File: src/sv/hmc_pkg.sv
`timescale 1ns / 1ps

package hmc_pkg;

   localparam int LANES     = 8;
   localparam int MAX_WIDTH = 16;
   localparam int PIX_W     = 8;
   localparam int ROW_DEPTH = MAX_WIDTH + 1;
   localparam int ROW_IDX_W = $clog2(ROW_DEPTH);
   localparam bit WIDE_OK   = (MAX_WIDTH >= 2 * LANES);

   localparam int CSR_IDX_W  = 3;
   localparam int CSR_DATA_W = 5;
   localparam int HEIGHT_W   = 5;

   localparam logic [CSR_IDX_W-1:0] CSR_AVG_MODE     = CSR_IDX_W'(0);
   localparam logic [CSR_IDX_W-1:0] CSR_HALF_X       = CSR_IDX_W'(1);
   localparam logic [CSR_IDX_W-1:0] CSR_HALF_Y       = CSR_IDX_W'(2);
   localparam logic [CSR_IDX_W-1:0] CSR_WIDE_BLOCK   = CSR_IDX_W'(3);
   localparam logic [CSR_IDX_W-1:0] CSR_BLOCK_HEIGHT = CSR_IDX_W'(4);

   localparam logic [HEIGHT_W-1:0] HEIGHT_MIN = HEIGHT_W'(1);
   localparam logic [HEIGHT_W-1:0] HEIGHT_MAX = HEIGHT_W'(16);

   typedef struct packed {
      logic [LANES*PIX_W-1:0] ref_pixels;
      logic [PIX_W-1:0]       ref_extra_pixel;
      logic [LANES*PIX_W-1:0] dest_pixels;
      logic                   chunk_index;
      logic                   priming_row;
   } req_type;

   typedef struct packed {
      logic [LANES*PIX_W-1:0] pred_pixels;
      logic                   out_chunk;
      logic                   last_of_block;
   } rsp_type;

   typedef struct packed {
      logic avg_mode;
      logic half_x;
      logic half_y;
   } lane_mode_type;

endpackage

File: src/sv/hmc_lane.sv
`timescale 1ns / 1ps

module hmc_lane
   import hmc_pkg::*;
(
   input  lane_mode_type    mode,
   input  logic [PIX_W-1:0] cur_pix,
   input  logic [PIX_W-1:0] right_pix,
   input  logic [PIX_W-1:0] above_pix,
   input  logic [PIX_W-1:0] above_right_pix,
   input  logic [PIX_W-1:0] dest_pix,
   output logic [PIX_W-1:0] pred_pix
);

   logic [PIX_W+1:0] sum4;
   logic [PIX_W:0]   sum_h;
   logic [PIX_W:0]   sum_v;
   logic [PIX_W:0]   sum_d;
   logic [PIX_W-1:0] interp;

   always_comb begin
      sum4 = (PIX_W+2)'(cur_pix) + (PIX_W+2)'(right_pix) + (PIX_W+2)'(above_pix)
           + (PIX_W+2)'(above_right_pix) + (PIX_W+2)'(2);
      sum_h = (PIX_W+1)'(cur_pix) + (PIX_W+1)'(right_pix) + (PIX_W+1)'(1);
      sum_v = (PIX_W+1)'(cur_pix) + (PIX_W+1)'(above_pix) + (PIX_W+1)'(1);
      if (mode.half_x && mode.half_y) begin
         interp = sum4[PIX_W+1:2];
      end else if (mode.half_x) begin
         interp = sum_h[PIX_W:1];
      end else if (mode.half_y) begin
         interp = sum_v[PIX_W:1];
      end else begin
         interp = cur_pix;
      end
      sum_d = (PIX_W+1)'(interp) + (PIX_W+1)'(dest_pix) + (PIX_W+1)'(1);
      pred_pix = mode.avg_mode ? sum_d[PIX_W:1] : interp;
   end

endmodule

File: src/sv/hmc_merge.sv
`timescale 1ns / 1ps

module hmc_merge
   import hmc_pkg::*;
(
   input  logic             clock,
   input  logic             reset,
   input  logic             push,
   input  logic [PIX_W-1:0] lane_pix [LANES],
   input  logic             chunk,
   input  logic             last,
   output logic             full,
   output logic             rsp_valid,
   input  logic             rsp_stall,
   output rsp_type          rsp_payload
);

   rsp_type merged;
   rsp_type main_ff, main_in;
   rsp_type skid_ff, skid_in;
   logic    main_valid_ff, main_valid_in;
   logic    skid_valid_ff, skid_valid_in;
   logic    pop;

   always_comb begin
      merged.pred_pixels = '0;
      for (int i = 0; i < LANES; i++) begin
         merged.pred_pixels[i*PIX_W +: PIX_W] = lane_pix[i];
      end
      merged.out_chunk     = chunk;
      merged.last_of_block = last;
   end

   assign pop = main_valid_ff && !rsp_stall;

   always_comb begin
      main_in       = main_ff;
      skid_in       = skid_ff;
      main_valid_in = main_valid_ff;
      skid_valid_in = skid_valid_ff;
      if (skid_valid_ff) begin
         if (pop) begin
            main_in       = skid_ff;
            skid_valid_in = 1'b0;
         end
      end else if (push) begin
         if (!main_valid_ff || pop) begin
            main_in       = merged;
            main_valid_in = 1'b1;
         end else begin
            // output held by the consumer, park the new result
            skid_in       = merged;
            skid_valid_in = 1'b1;
         end
      end else if (pop) begin
         main_valid_in = 1'b0;
      end
   end

   always_ff @(posedge clock) begin
      if (reset) begin
         main_valid_ff <= 1'b0;
         skid_valid_ff <= 1'b0;
      end else begin
         main_valid_ff <= main_valid_in;
         skid_valid_ff <= skid_valid_in;
      end
      main_ff <= main_in;
      skid_ff <= skid_in;
   end

   assign full        = skid_valid_ff;
   assign rsp_valid   = main_valid_ff;
   assign rsp_payload = main_ff;

   a_skid_needs_main: assert property (@(posedge clock) disable iff (reset)
      skid_valid_ff |-> main_valid_ff)
      else $error("skid entry held without a main entry");

   a_no_push_when_full: assert property (@(posedge clock) disable iff (reset)
      full |-> !push)
      else $error("result pushed while buffer full");

   a_park_on_stall: assert property (@(posedge clock) disable iff (reset)
      (main_valid_ff && rsp_stall && !skid_valid_ff && push) |=> skid_valid_ff)
      else $error("result lost while output stalled");

   a_skid_drains: assert property (@(posedge clock) disable iff (reset)
      (skid_valid_ff && pop) |=> (main_valid_ff && !skid_valid_ff))
      else $error("skid entry not moved to output");

endmodule

File: src/sv/halfpel_motion_comp_unit.sv
`timescale 1ns / 1ps
// responses are registered in the output buffer (in the skid entry while the output is held)
// one request per clock unless req_stall; eight pixel lanes work in parallel on each chunk
// priming-row requests update the stored reference row and give no response
// req_stall rises only when the two-entry output buffer is full
// synchronous reset: config to put/full-pel/16 wide/16 rows, stored row and row count to zero

module halfpel_motion_comp_unit
   import hmc_pkg::*;
(
   input  logic                  clock,
   input  logic                  reset,
   input  logic                  req_valid,
   output logic                  req_stall,
   input  req_type               req_payload,
   output logic                  rsp_valid,
   input  logic                  rsp_stall,
   output rsp_type               rsp_payload,
   input  logic                  csr_wr_en,
   input  logic [CSR_IDX_W-1:0]  csr_index,
   input  logic [CSR_DATA_W-1:0] csr_wdata
);

   logic                avg_mode_ff, half_x_ff, half_y_ff, wide_block_ff;
   logic [HEIGHT_W-1:0] block_height_ff;
   logic [PIX_W-1:0]    prev_row_ff [ROW_DEPTH];
   logic [PIX_W-1:0]    prev_row_in [ROW_DEPTH];
   logic [HEIGHT_W-1:0] row_count_ff, row_count_in;

   logic                accept;
   logic                push;
   logic                buf_full;
   logic                wide;
   logic                chunk;
   logic                last;
   logic [ROW_IDX_W-1:0] base;
   logic [HEIGHT_W-1:0] height;
   logic [HEIGHT_W:0]   next_count;
   logic [PIX_W-1:0]    cur [LANES+1];
   logic [PIX_W-1:0]    lane_pix [LANES];
   lane_mode_type       mode;

   assign req_stall = buf_full;
   assign accept    = req_valid && !req_stall;
   assign push      = accept && !req_payload.priming_row;

   assign wide  = wide_block_ff && WIDE_OK;
   assign chunk = wide ? req_payload.chunk_index : 1'b0;
   assign base  = chunk ? ROW_IDX_W'(LANES) : '0;

   assign mode.avg_mode = avg_mode_ff;
   assign mode.half_x   = half_x_ff;
   assign mode.half_y   = half_y_ff;

   always_comb begin
      for (int i = 0; i < LANES; i++) begin
         cur[i] = req_payload.ref_pixels[i*PIX_W +: PIX_W];
      end
      cur[LANES] = req_payload.ref_extra_pixel;
   end

   generate
      for (genvar g = 0; g < LANES; g++) begin : g_lane
         hmc_lane u_lane (
            .mode            (mode),
            .cur_pix         (cur[g]),
            .right_pix       (cur[g+1]),
            .above_pix       (prev_row_ff[base + ROW_IDX_W'(g)]),
            .above_right_pix (prev_row_ff[base + ROW_IDX_W'(g + 1)]),
            .dest_pix        (req_payload.dest_pixels[g*PIX_W +: PIX_W]),
            .pred_pix        (lane_pix[g])
         );
      end
   endgenerate

   // height 0 acts as one row, anything above 16 as 16
   always_comb begin
      if (block_height_ff == '0) begin
         height = HEIGHT_MIN;
      end else if (block_height_ff > HEIGHT_MAX) begin
         height = HEIGHT_MAX;
      end else begin
         height = block_height_ff;
      end
   end

   always_comb begin
      next_count   = (HEIGHT_W+1)'(row_count_ff) + (HEIGHT_W+1)'(1);
      row_count_in = row_count_ff;
      last         = 1'b0;
      if (chunk == wide) begin
         if (next_count >= (HEIGHT_W+1)'(height)) begin
            last         = 1'b1;
            row_count_in = '0;
         end else begin
            row_count_in = next_count[HEIGHT_W-1:0];
         end
      end
   end

   always_comb begin
      prev_row_in = prev_row_ff;
      for (int j = 0; j <= LANES; j++) begin
         prev_row_in[base + ROW_IDX_W'(j)] = cur[j];
      end
   end

   always_ff @(posedge clock) begin
      if (reset) begin
         avg_mode_ff     <= 1'b0;
         half_x_ff       <= 1'b0;
         half_y_ff       <= 1'b0;
         wide_block_ff   <= 1'b1;
         block_height_ff <= HEIGHT_MAX;
      end else if (csr_wr_en) begin
         case (csr_index)
            CSR_AVG_MODE: begin
               avg_mode_ff <= csr_wdata[0];
            end
            CSR_HALF_X: begin
               half_x_ff <= csr_wdata[0];
            end
            CSR_HALF_Y: begin
               half_y_ff <= csr_wdata[0];
            end
            CSR_WIDE_BLOCK: begin
               wide_block_ff <= csr_wdata[0];
            end
            CSR_BLOCK_HEIGHT: begin
               block_height_ff <= csr_wdata[HEIGHT_W-1:0];
            end
            default: begin
            end
         endcase
      end
   end

   always_ff @(posedge clock) begin
      if (reset) begin
         row_count_ff <= '0;
         for (int k = 0; k < ROW_DEPTH; k++) begin
            prev_row_ff[k] <= '0;
         end
      end else if (accept) begin
         prev_row_ff <= prev_row_in;
         if (!req_payload.priming_row) begin
            row_count_ff <= row_count_in;
         end
      end
   end

   hmc_merge u_merge (
      .clock       (clock),
      .reset       (reset),
      .push        (push),
      .lane_pix    (lane_pix),
      .chunk       (chunk),
      .last        (last),
      .full        (buf_full),
      .rsp_valid   (rsp_valid),
      .rsp_stall   (rsp_stall),
      .rsp_payload (rsp_payload)
   );

endmodule

File: config.mk
export PLATFORM = sky130hd
export DESIGN_NAME = halfpel_motion_comp_unit
export DESIGN_NICKNAME = d
export VERILOG_FILES = /design/src/sv/hmc_pkg.sv /design/src/sv/hmc_lane.sv /design/src/sv/hmc_merge.sv /design/src/sv/halfpel_motion_comp_unit.sv
export SDC_FILE = /design/constraint.sdc
export NUM_CORES = 1
export LEC_CHECK = 0
export BUFFER_PORTS_ARGS = -buffer_cell sky130_fd_sc_hd__buf_2
export CAP_MARGIN = 10
export CORE_MARGIN = 2
export CORE_UTILIZATION = 50
export DETAILED_ROUTE_END_ITERATION = 7
export PLACE_DENSITY = 0.71
export SYNTH_ARGS = -nofsm -noshare
export SYNTH_HDL_FRONTEND = slang
export SYNTH_SLANG_ARGS = --single-unit
File: constraint.sdc
create_clock -name clock -period 5.4 [get_ports clock]
set_input_delay 0.27 -clock clock [delete_from_list [all_inputs] [get_ports clock]]
set_output_delay 0.27 -clock clock [all_outputs]
set_load 0.1 [all_outputs]
# Yosys cells after proc, flatten, opt, wreduce, memory -nomap -nowiden
# Cells that the tools add are included.
dict set report totals {
  input_bits 151
  mem_bits_rw 0
  n_memories 0
  rom_bits 0
  latch_bits 0
  out_inout_bits 68
  register_bits 284
}
dict set report op_classes {
  n_reduce_logical 32
  mux 104
  n_div 0
  n_bitwise 12
  shifts 0
  eq_ne 7
  multipliers 0
  add_sub_neg 89
  n_lt_le_gt_ge 20
}
# cell count
set op_table {}
lappend op_table {{$bwmux W136} 9}
lappend op_table {{$mux W8} 59}
lappend op_table {{$bmux W8 S5} 9}
lappend op_table {{$demux W8 S5} 9}
lappend op_table {{$add A8 B8 Y9} 32}
lappend op_table {{$mux W66} 4}
lappend op_table {{$add A9 B1 Y9 const B} 24}
lappend op_table {{$add A10 B8 Y10} 16}
lappend op_table {{$add A10 B2 Y10 const B} 8}
lappend op_table {{$ge A6 B6 Y1 const B} 9}
lappend op_table {{$lt A6 B1 Y1 const B} 9}
lappend op_table {{$not A5 Y6} 8}
lappend op_table {{$add A4 B3 Y5 const B} 4}
lappend op_table {{$mux W5} 3}
lappend op_table {{$logic_and A1 B1 Y1} 13}
lappend op_table {{$reduce_and A3 Y1} 4}
lappend op_table {{$add A4 B2 Y5 const B} 2}
lappend op_table {{$mux W1} 10}
lappend op_table {{$reduce_and A2 Y1} 5}
lappend op_table {{$add A5 B1 Y6 const B} 1}
lappend op_table {{$eq A3 B2 Y1 const B} 2}
lappend op_table {{$ge A6 B5 Y1} 1}
lappend op_table {{$not A4 Y6} 1}
lappend op_table {{$reduce_bool A2 Y1} 3}
lappend op_table {{14 further kinds} 19}

# Logic depth before layout (Yosys ltp)
# Gate-level depths: netlist of the first run.
dict set report logic_depth {
  depth_word 18
  mapped_depth 27
  depth_no_buf 24
}

# Cells and area by module
# A second synthesis of the first run with hierarchy kept.
dict set report hier_totals {
  hier_cells 3218
  area_unflattened_um2 28572.4
}
# mod seq_area_each_um2 cells_per_inst area_per_inst_um2 n_inst
set modules_own_cells {}
lappend modules_own_cells {halfpel_motion_comp_unit 3002.9 768 6432.4 1}
lappend modules_own_cells {hmc_merge 4003.8 218 5203.7 1}
lappend modules_own_cells {{hmc_lane at g_lane[5].u_lane ...} 0.0 261 1994.4 2}
lappend modules_own_cells {{hmc_lane at g_lane[7].u_lane} 0.0 294 2207.1 1}
lappend modules_own_cells {{hmc_lane at g_lane[2].u_lane} 0.0 298 2198.4 1}
lappend modules_own_cells {{hmc_lane at g_lane[1].u_lane} 0.0 287 2190.9 1}
lappend modules_own_cells {{hmc_lane at g_lane[0].u_lane} 0.0 285 2175.8 1}
lappend modules_own_cells {{hmc_lane at g_lane[3].u_lane} 0.0 278 2123.3 1}
lappend modules_own_cells {{hmc_lane at g_lane[4].u_lane} 0.0 268 2052.0 1}

# Worst setup path before layout of the first run
# OpenSTA, ideal clock, no wires.
dict set report synth_timing {
  kind {register to register}
  from {reg u_merge.skid_valid_ff (netlist: u_merge.full)}
  to {reg u_merge.main_ff (netlist bit u_merge.rsp_payload[0]) (enable)}
  slack_ns -0.111
  stages_incl_launch_ff 5
  arrival_time_ns 5.000
  required_time_ns 4.888
  cell_sequence {dfxtp_1 clkbuf_1 clkbuf_1 a21oi_1 a21oi_1}
}
dict set report synth_between {
  elab_chain_len 5
}
# element line_no
set synth_rtl {}
lappend synth_rtl {{start: declaration} hmc_merge.sv:22} ;# logic skid_valid_ff, skid_valid_in;
lappend synth_rtl {{start signal: assignment} hmc_merge.sv:66} ;# skid_valid_ff <= skid_valid_in;
lappend synth_rtl {{$logic_not A1 Y1} halfpel_motion_comp_unit.sv:44} ;# assign accept = req_valid && !req_stall;
lappend synth_rtl {{$logic_and A1 B1 Y1} halfpel_motion_comp_unit.sv:44}
lappend synth_rtl {{$logic_and A1 B1 Y1} halfpel_motion_comp_unit.sv:45} ;# assign push = accept && !req_payload.priming_row;
lappend synth_rtl {{$reduce_bool A2 Y1 (no source line)} -}
lappend synth_rtl {{$reduce_and A3 Y1 (no source line) *} -}
lappend synth_rtl {{end signal: assignment} hmc_merge.sv:68} ;# main_ff <= main_in;
lappend synth_rtl {{end: declaration} hmc_merge.sv:19} ;# rsp_type main_ff, main_in;
# Mark *: on every way between the ends. The rest lies on a longest branch, timed or not.
# A chain may end at the register's enable or synchronous reset.

==> metrics.md, run 1 <==
| Metric | Value |
|---|---|
| Status | `finished, final reports clean` |
| Via count | `24,400` |
| Layout cells sized above 1 | `0.165` |
| Die height | `236 µm` |
| Worst hold slack | `0.0190 ns` |
| Critical path arrival | `5.61 ns` |
| Dpl cells | `4,096` |
| Yosys cell types | `90` |
| Total CTS buffers | `36` |
| Most used cell, CP | `ha_1` |
| Final worst-path cycle share | `0.980` |
| Final GP Congestion | `0.972` |
| Final setup viols | `0` |
| DIE WIDTH | `236 µm` |
| Leak | `13.9 nW` |
| Syn-to-layout area delta | `15.5%` |
| Synth Area per Inst | `8.40 µm²` |
| Nets | `3,965` |
| TritonCTS clock tree | `built` |
| Largest net degree at the start of global routing | `95` |
| Crit. End Element | `register` |
| Htree depth | `2` |
| Core Region | `52,800 µm²` |
| Gr ovfl total | `0` |
| Max-slew headroom | `0.290` |
| Number of synthesized flops with an enable pin | `132` |
| Clock latency on the worst-skew pair | `0.56 ns` |
| I/O pins | `219` |
| Max Clock Freq | `0.189 GHz` |
| Detail Route Antenna Nets | `0` |
| CTS Root Cell | `clkbuf_16` |
| Hold Crit Endpoint | `prev_row_ff[77]$_SDFFE_PP0P_` |
| Worst-path cell with the longest stage delay | `mux4_2` |
| DR vias/cell | `5.84` |
| Die ar. | `55,500 µm²` |
| DR pass1 iterations | `5` |
| Total Routing Usage GR | `0.296` |
| Clock transition at the registers of the reported paths | `0.06 ns` |
| Worst Reg-to-Reg Cells | `20` |
| Non-Filler Instances | `4,181` |
| Syn nets | `3,694` |
| Max_cap viols | `0` |
| Critical-path cell list | `dlygate4sd3_1 > buf_2 > ha_1 > fa_2 > a21oi_1 > nor2_1 > nor2_2 > xor2_1 > fa_1 > inv_1 > ha_1 > xnor2_1 > mux4_2 > ha_1 > and2_1 > a22o_1 > a311o_1 > a41oi_2 > mux2_2 > o41ai_2 > mux2_2` |
| Asr flop ratio synth | `0` |
| Hold crit path type | `in2reg` |
| Post-DP HPWL | `64.0 mm` |
| Worst Clk Skew | `0.0116 ns` |
| Slowest stage delay, CP | `0.55 ns` |
| Seq cells post-synth | `284` |
| Final Max Slew Viols | `0` |
| R2R Path Start | `wide$_SDFFE_PP1P_` |
| Req. time, crit path | `5.72 ns` |
| CTS Buffer Depth | `3` |
| Vias in the first global route | `22,800` |
| CP bufs+invs | `3` |
| Placement row count | `84` |
| Initial antenna violation count | `4` |
| Fin. Hold Viols | `0` |
| R2R setup slack | `0.26 ns` |
| Worst-path maximum fanout | `5` |
| Worst-Margin Slew | `1.07 ns` |
| Peak VDD IR | `0.000191 V` |
| DR iter-0 viols | `2,283` |
| Largest delay share family, worst path | `adder cells` |
| Global-route wire length before repair | `129 mm` |
| Starting Density | `0.508` |
| Power Dens Cells | `269 nW/µm²` |
| Worst Hold Depth | `3` |
| Syn. warnings | `0` |
| # port buffers | `218` |
| Routed wire length | `84.1 mm` |
| WL per Instance | `20.1 µm` |
| Mapped Area | `26,800 µm²` |
| Post-Synthesis Cells | `3,191` |
| Worst R2R End | `u_merge.rsp_payload[8]$_DFFE_PP_` |
| Hold_sp | `req_payload[135]` |
| Register area share after synthesis | `0.261` |
| Drt drc | `0` |
| Critical path class | `in2reg` |
| Startpoint Class | `input port` |
| Clock Sinks | `284` |
| Crit path time final | `5.29 ns` |
| Ys flop type | `dfxtp_1` |
## worst max path at each step
stage	startpoint	to	cells past startpoint
final	req_payload[82]	u_merge.rsp_payload[8]$_DFFE_PP_	21
after global routing	req_payload[82]	u_merge.rsp_payload[8]$_DFFE_PP_	21
after CTS	req_payload[67]	u_merge.rsp_payload[63]$_DFFE_PP_	22
after detailed placement	req_payload[131]	u_merge.rsp_payload[63]$_DFFE_PP_	21
after global placement	req_payload[130]	u_merge.rsp_payload[55]$_DFFE_PP_	23
after floorplan	wide$_SDFFE_PP1P_	u_merge.rsp_payload[31]$_DFFE_PP_	22
## state kept, by name, indices dropped and copies added (netlist names)
register	count
row_count_ff	5
wide	1
u_merge.rsp_valid	1
avg_mode_ff	1
half_y_ff	1
u_merge.rsp_payload	66
half_x_ff	1
prev_row_ff	136
block_height_ff	5
u_merge.skid_ff	66
u_merge.full	1
## report_power, final
| group | total [mW] | internal [mW] | switching (mW) |
|---|---|---|---|
| Clock | 2.65 | 1.64 | 1.01 |
| Sequential | 2.41 | 2.36 | 0.0489 |
| Combinational | 3.27 | 1.32 | 1.95 |
| Total | 8.33 | 5.32 | 3.01 |
## cell usage after synthesis (20+ instances only)
cell type    n  area (µm²)
nand2_1    474        1780
inv_1      294        1100
a21oi_1    285        1430
ha_1       271        3390
nor2_1     209         785
dfxtp_1    152        3040
o21ai_0    143         716
edfxtp_1   132        3960
xnor2_1    113         990
clkbuf_1    96         360
fa_1        81        1620
mux2i_1     71         711
nor3_1      67         335
mux2_2      65         732
xor2_1      58         508
a21o_1      51         383
nor2b_1     51         319
o21a_1      44         330
nand3_1     41         205
a21boi_0    32         240
o211ai_1    30         225
and3_1      26         163
mux4_2      23         518
nand2b_1    23         144
a211oi_1    22         165
or3_1       21         131
o31ai_1     20         150
## what timing repair did
item                                    CTS  global route
hold buffers                             13             0
endpoints found under the hold margin    15             0
gates resized for setup                   0            57
endpoints found under the setup margin    0            42
setup buffers                             0             3
## worst reg2reg max path, delay by kind of cell (launching register included)
family,cells,cell delay (ns)
mux,4,1.32
fa+ha+maj,3,1.19
compound gates,4,0.88
simple gates,5,0.61
buf+inv,3,0.41
flops,1,0.39
xor+xnor,1,0.13
## per-layer routing
layer / global-route usage / part of all wire / wire, µm
met5: 0 / 0.00026 / 22
met4: 0.0878 / 0.028 / 2390
met3: 0.0629 / 0.096 / 8040
met2: 0.458 / 0.43 / 36300
met1: 0.415 / 0.44 / 37300
## cells in the final DEF, fill, tap and decap left out, types with 24 or more instances in the layout
cell	instances
a21boi_0	24
mux2_2	65
mux2i_1	69
nand3_1	41
o21a_1	44
nor2b_1	51
xnor2_1	111
a21o_1	51
nand2_1	471
nor2_1	204
o21ai_0	131
ha_1	269
buf_4	129
xor2_1	58
inv_1	292
clkbuf_16	37
dfxtp_1	149
nor3_1	66
and3_1	25
buf_2	217
a21oi_1	277
o211ai_1	30
fa_1	79
edfxtp_1	132
## kinds of logic (layout without fill, tap and decap cells)
family,Yosys count,count (layout),synth area share
and+or+nand+nor,991,991,0.165
AOI/OAI and AO/OA,801,801,0.193
buffers and inverters,428,726,0.0613
adders and majority gates,352,352,0.187
DFF,284,284,0.261
xor gates and xnor gates,171,171,0.0558
muxes,164,164,0.0763
other,0,4,0
## through the flow
stage / setup WS (ns) / power, mW / setup TNS, ns / utilization / area, µm²
after CTS: 0.0660 / 8.25 / 0 / 0.583 / 30700
after floorplan: 0.0768 / 4.76 / 0 / - / 26800
final: 0.109 / 8.33 / 0 / 0.587 / 31000
after global routing: -0.0871 / 8.79 / -0.144 / 0.587 / 31000
after detailed placement: 0.0126 / 5.58 / 0 / 0.556 / 29300
after global placement: 0.0269 / 5.54 / 0 / 0.556 / 29300
## cell type report
class / count / area (µm²)
antenna: 4 / 10.0
clock buffer: 47 / 993
clock inverter: 18 / 279
fill: 4694 / 21800
inverter: 295 / 1110
multi-input combinational: 2479 / 18400
sequential: 284 / 7020
tap: 688 / 861
timing repair buffer: 366 / 2310
No activity file was read; power rests on OpenSTA's default activity.
==> run 2, diff against run 1 <==
--- a/config.mk
+++ b/config.mk
@@ -11,6 +11,7 @@
 export CORE_UTILIZATION = 50
 export DETAILED_ROUTE_END_ITERATION = 7
 export PLACE_DENSITY = 0.71
+export REMOVE_ABC_BUFFERS = 1
 export SYNTH_ARGS = -nofsm -noshare
 export SYNTH_HDL_FRONTEND = slang
 export SYNTH_SLANG_ARGS = --single-unit
==> run 2 against run 1 <==
Count of clock-buffer cells in the layout is 2 lower. Register-to-register slack barely moved. Die area did not move. Utilization is 0.66 points lower. Combinational power is 3% lower. Global-route usage grew 0.47 points. Worst hold slack improved by 0.0063 ns. Sequential share of layout area rose by 0.27 points. Sequential power about the same. Maximum frequency increased by 3.2%. Largest power group unchanged.
==> metrics.md, run 2 (synthesis gave the netlist of run 1 again) <==
| Metric | Value |
|---|---|
| Status | `finished, final reports clean` |
| Post-layout util | `0.580 (-0.00664)` |
| Commonest non-fill, non-tap cell in the layout | `nand2_1` |
| TritonCTS clock tree | `built` |
| Drt drc | `0 (unchanged)` |
| Worst Reg-to-Reg Cells | `22 (+10%)` |
| DP Worst Slack | `0.0352 ns (+0.0226 ns)` |
| Clk pwr share | `0.320 (+0.002)` |
| Final worst slack | `0.272 ns (+0.163 ns)` |
| Worst-Margin Slew | `1.17 ns (+0.100 ns)` |
| Starting Density | `0.508 (unchanged)` |
| Max_cap viols | `0 (unchanged)` |
| Via count | `24,500 (+0.25%)` |
| Internal Power | `5.25 mW (-1.3%)` |
| WL per Instance | `20.7 µm (+3.0%)` |
| Die ar. | `55,500 µm² (unchanged)` |
| Max reg flops | `136 (unchanged)` |
| RSZ-0062 raised after global routing | `false` |
| Largest net degree at the start of global routing | `111 (+17%)` |
| Hold crit path type | `in2reg` |
| Total Routing Usage GR | `0.301 (+0.00469)` |
| Largest reg by FF count | `prev_row_ff` |
| Global-route wire length before repair | `130 mm (+1.4%)` |
| Routed wire length | `85.9 mm (+2.1%)` |
| Flip-flop and latch area | `7020 µm² (about the same)` |
| Htree depth | `2 (unchanged)` |
| Max Clock Freq | `0.195 GHz (+3.2%)` |
| Clock Sinks | `284 (unchanged)` |
| Fillers | `4,801 (+2.3%)` |
| Peak VDD IR | `0.000169 V (-12%)` |
| Syn-to-layout area delta | `14.2%` |
| Clock transition at the registers of the reported paths | `0.06 ns (about the same)` |
| Req. time, crit path | `5.71 ns (about the same)` |
| Layout cells sized above 1 | `0.153 (-0.0128)` |
| DR pass1 iterations | `6 (+1)` |
| CTS Root Cell | `clkbuf_16` |
| Switch Pwr | `2.94 mW (-2.3%)` |
| # port buffers | `218 (unchanged)` |
| Final Max Slew Viols | `0 (unchanged)` |
| Placement row count | `84 (unchanged)` |
| Final worst-path cycle share | `0.950 (-0.0302)` |
| DR iter-0 viols | `1,980 (-13%)` |
| Setup TNS | `0 ns (unchanged)` |
| Most frequent cells in the layout | `nand2_1 (471), inv_1 (291), a21oi_1 (282)` |
| Fin. Hold Viols | `0 (unchanged)` |
| Leak | `13.7 nW (-1.3%)` |
| DR vias/cell | `5.91 (+1.1%)` |
| Power Dens Cells | `268 nW/µm² (-0.53%)` |
| Pwr Total | `8.20 mW (-1.7%)` |
| Worst Clk Skew | `0.0109 ns (-0.000628 ns)` |
| Crit path time final | `5.13 ns (-0.163 ns)` |
| Multi-input gate area | `18,300 µm² (-0.55%)` |
| Post-DP HPWL | `63.8 mm (-0.27%)` |
| Max-slew headroom | `0.219 (-0.0711)` |
| Nets | `3,931 (-0.86%)` |
| Sequential share of power | `0.294 (+0.005)` |
| Crit. End Element | `register` |
| Detail Route Antenna Nets | `0 (unchanged)` |
| Worst-path maximum fanout | `21 (+16)` |
| Core Region | `52,800 µm² (unchanged)` |
| Clock latency on the worst-skew pair | `0.56 ns (about the same)` |
| I/O pins | `219 (unchanged)` |
| Total CTS buffers | `36 (unchanged)` |
| Switching part of the total | `0.359 (-0.00231)` |
| Critical path arrival | `5.44 ns (-0.17 ns)` |
| Gr ovfl total | `0 (unchanged)` |
| Initial antenna violation count | `4 (unchanged)` |
| DIE WIDTH | `236 µm (unchanged)` |
| Vias in the first global route | `23,100 (+1.4%)` |
| Final GP Congestion | `0.954 (-1.8%)` |
| Die height | `236 µm (unchanged)` |
| CTS Buffer Depth | `3 (unchanged)` |
| Gate power share | `0.386 (-0.007)` |
| Startpoint Class | `register` |
| Dpl cells | `4,063 (-0.81%)` |
| Worst Hold Depth | `3 (unchanged)` |
| Non-Filler Instances | `4,146 (-0.84%)` |
| Final setup viols | `0 (unchanged)` |
| Critical path class | `reg2reg` |
==> run 2: layout make-up <==
cell class / instances / share of cell area
Inverter: 295 / 0.0362
Sequential cell: 284 / 0.229
Clock buffer: 45 / 0.0331
Timing Repair Buffer: 332 / 0.0676
Clock inverter: 19 / 0.00817
Antenna cell: 4 / 0.000327
Multi-Input combinational cell: 2479 / 0.597
Tap cell: 688 / 0.0281
==> run 2: critical path, cell delays in order (launching register included) <==
cell and delay [ns]:
dfxtp_2 0.34, nand2_2 0.10, clkinv_2 0.12, buf_12 0.18, buf_4 0.19, nand2_1 0.07
nand2_1 0.14, ha_1 0.32, a21o_1 0.17, ha_1 0.32, nand2_1 0.10, o211ai_1 0.28
nand2_1 0.15, xnor2_1 0.15, mux4_2 0.52, ha_1 0.33, o21ai_0 0.09, a41oi_1 0.09
o41ai_2 0.36, o21ai_0 0.19, xor2_1 0.17, nand2_1 0.08, o221ai_1 0.41
==> run 2: timing repair <==
item / in CTS / in global routing
setup endpoints to repair: 0 / 31
hold buffers: 13 / 0
buffers inserted: 0 / 2
hold endpoints to repair: 15 / 0
resized for setup: 0 / 30
==> run 2: path summary, 6_finish.rpt <==
path / endpoint / slack [ns] / from
setup / recovery: u_merge.rsp_payload[56]$_DFFE_PP_ / 0.27 / wide$_SDFFE_PP1P_
setup reg to reg: u_merge.rsp_payload[56]$_DFFE_PP_ / 0.27 / wide$_SDFFE_PP1P_
hold reg to reg: prev_row_ff[88]$_SDFFE_PP0P_ / 0.45 / prev_row_ff[88]$_SDFFE_PP0P_
hold / removal: prev_row_ff[127]$_SDFFE_PP0P_ / 0.03 / req_payload[89]
==> run 2: metrics by stage <==
stage               instance area, µm²  hold WS, ns
CTS                              30500      0.00323
global route                     30600       0.0318
global placement                 29100        0.437
detailed placement               29100        0.444
finish                           30600       0.0253
floorplan                        26300        0.339
==> run 2: power by group through the flow <==
| stage | Clock, mW | Combinational, mW | Sequential (mW) |
|---|---|---|---|
| floorplan | 0 | 2.07 | 2.66 |
| global placement | 0 | 3.03 | 2.45 |
| detailed placement | 0 | 3.07 | 2.45 |
| CTS | 2.65 | 3.10 | 2.41 |
| global route | 2.73 | 3.48 | 2.42 |
| finish | 2.62 | 3.16 | 2.41 |
==> run 2: per-layer routing <==
metal	global-route usage	up-vias	wire [µm]
met1	0.401	11700	37500
met4	0.119	0	3590
met2	0.492	906	38900
met3	0.0439	206	5930
met5	0	-	0
li1	-	11700	-
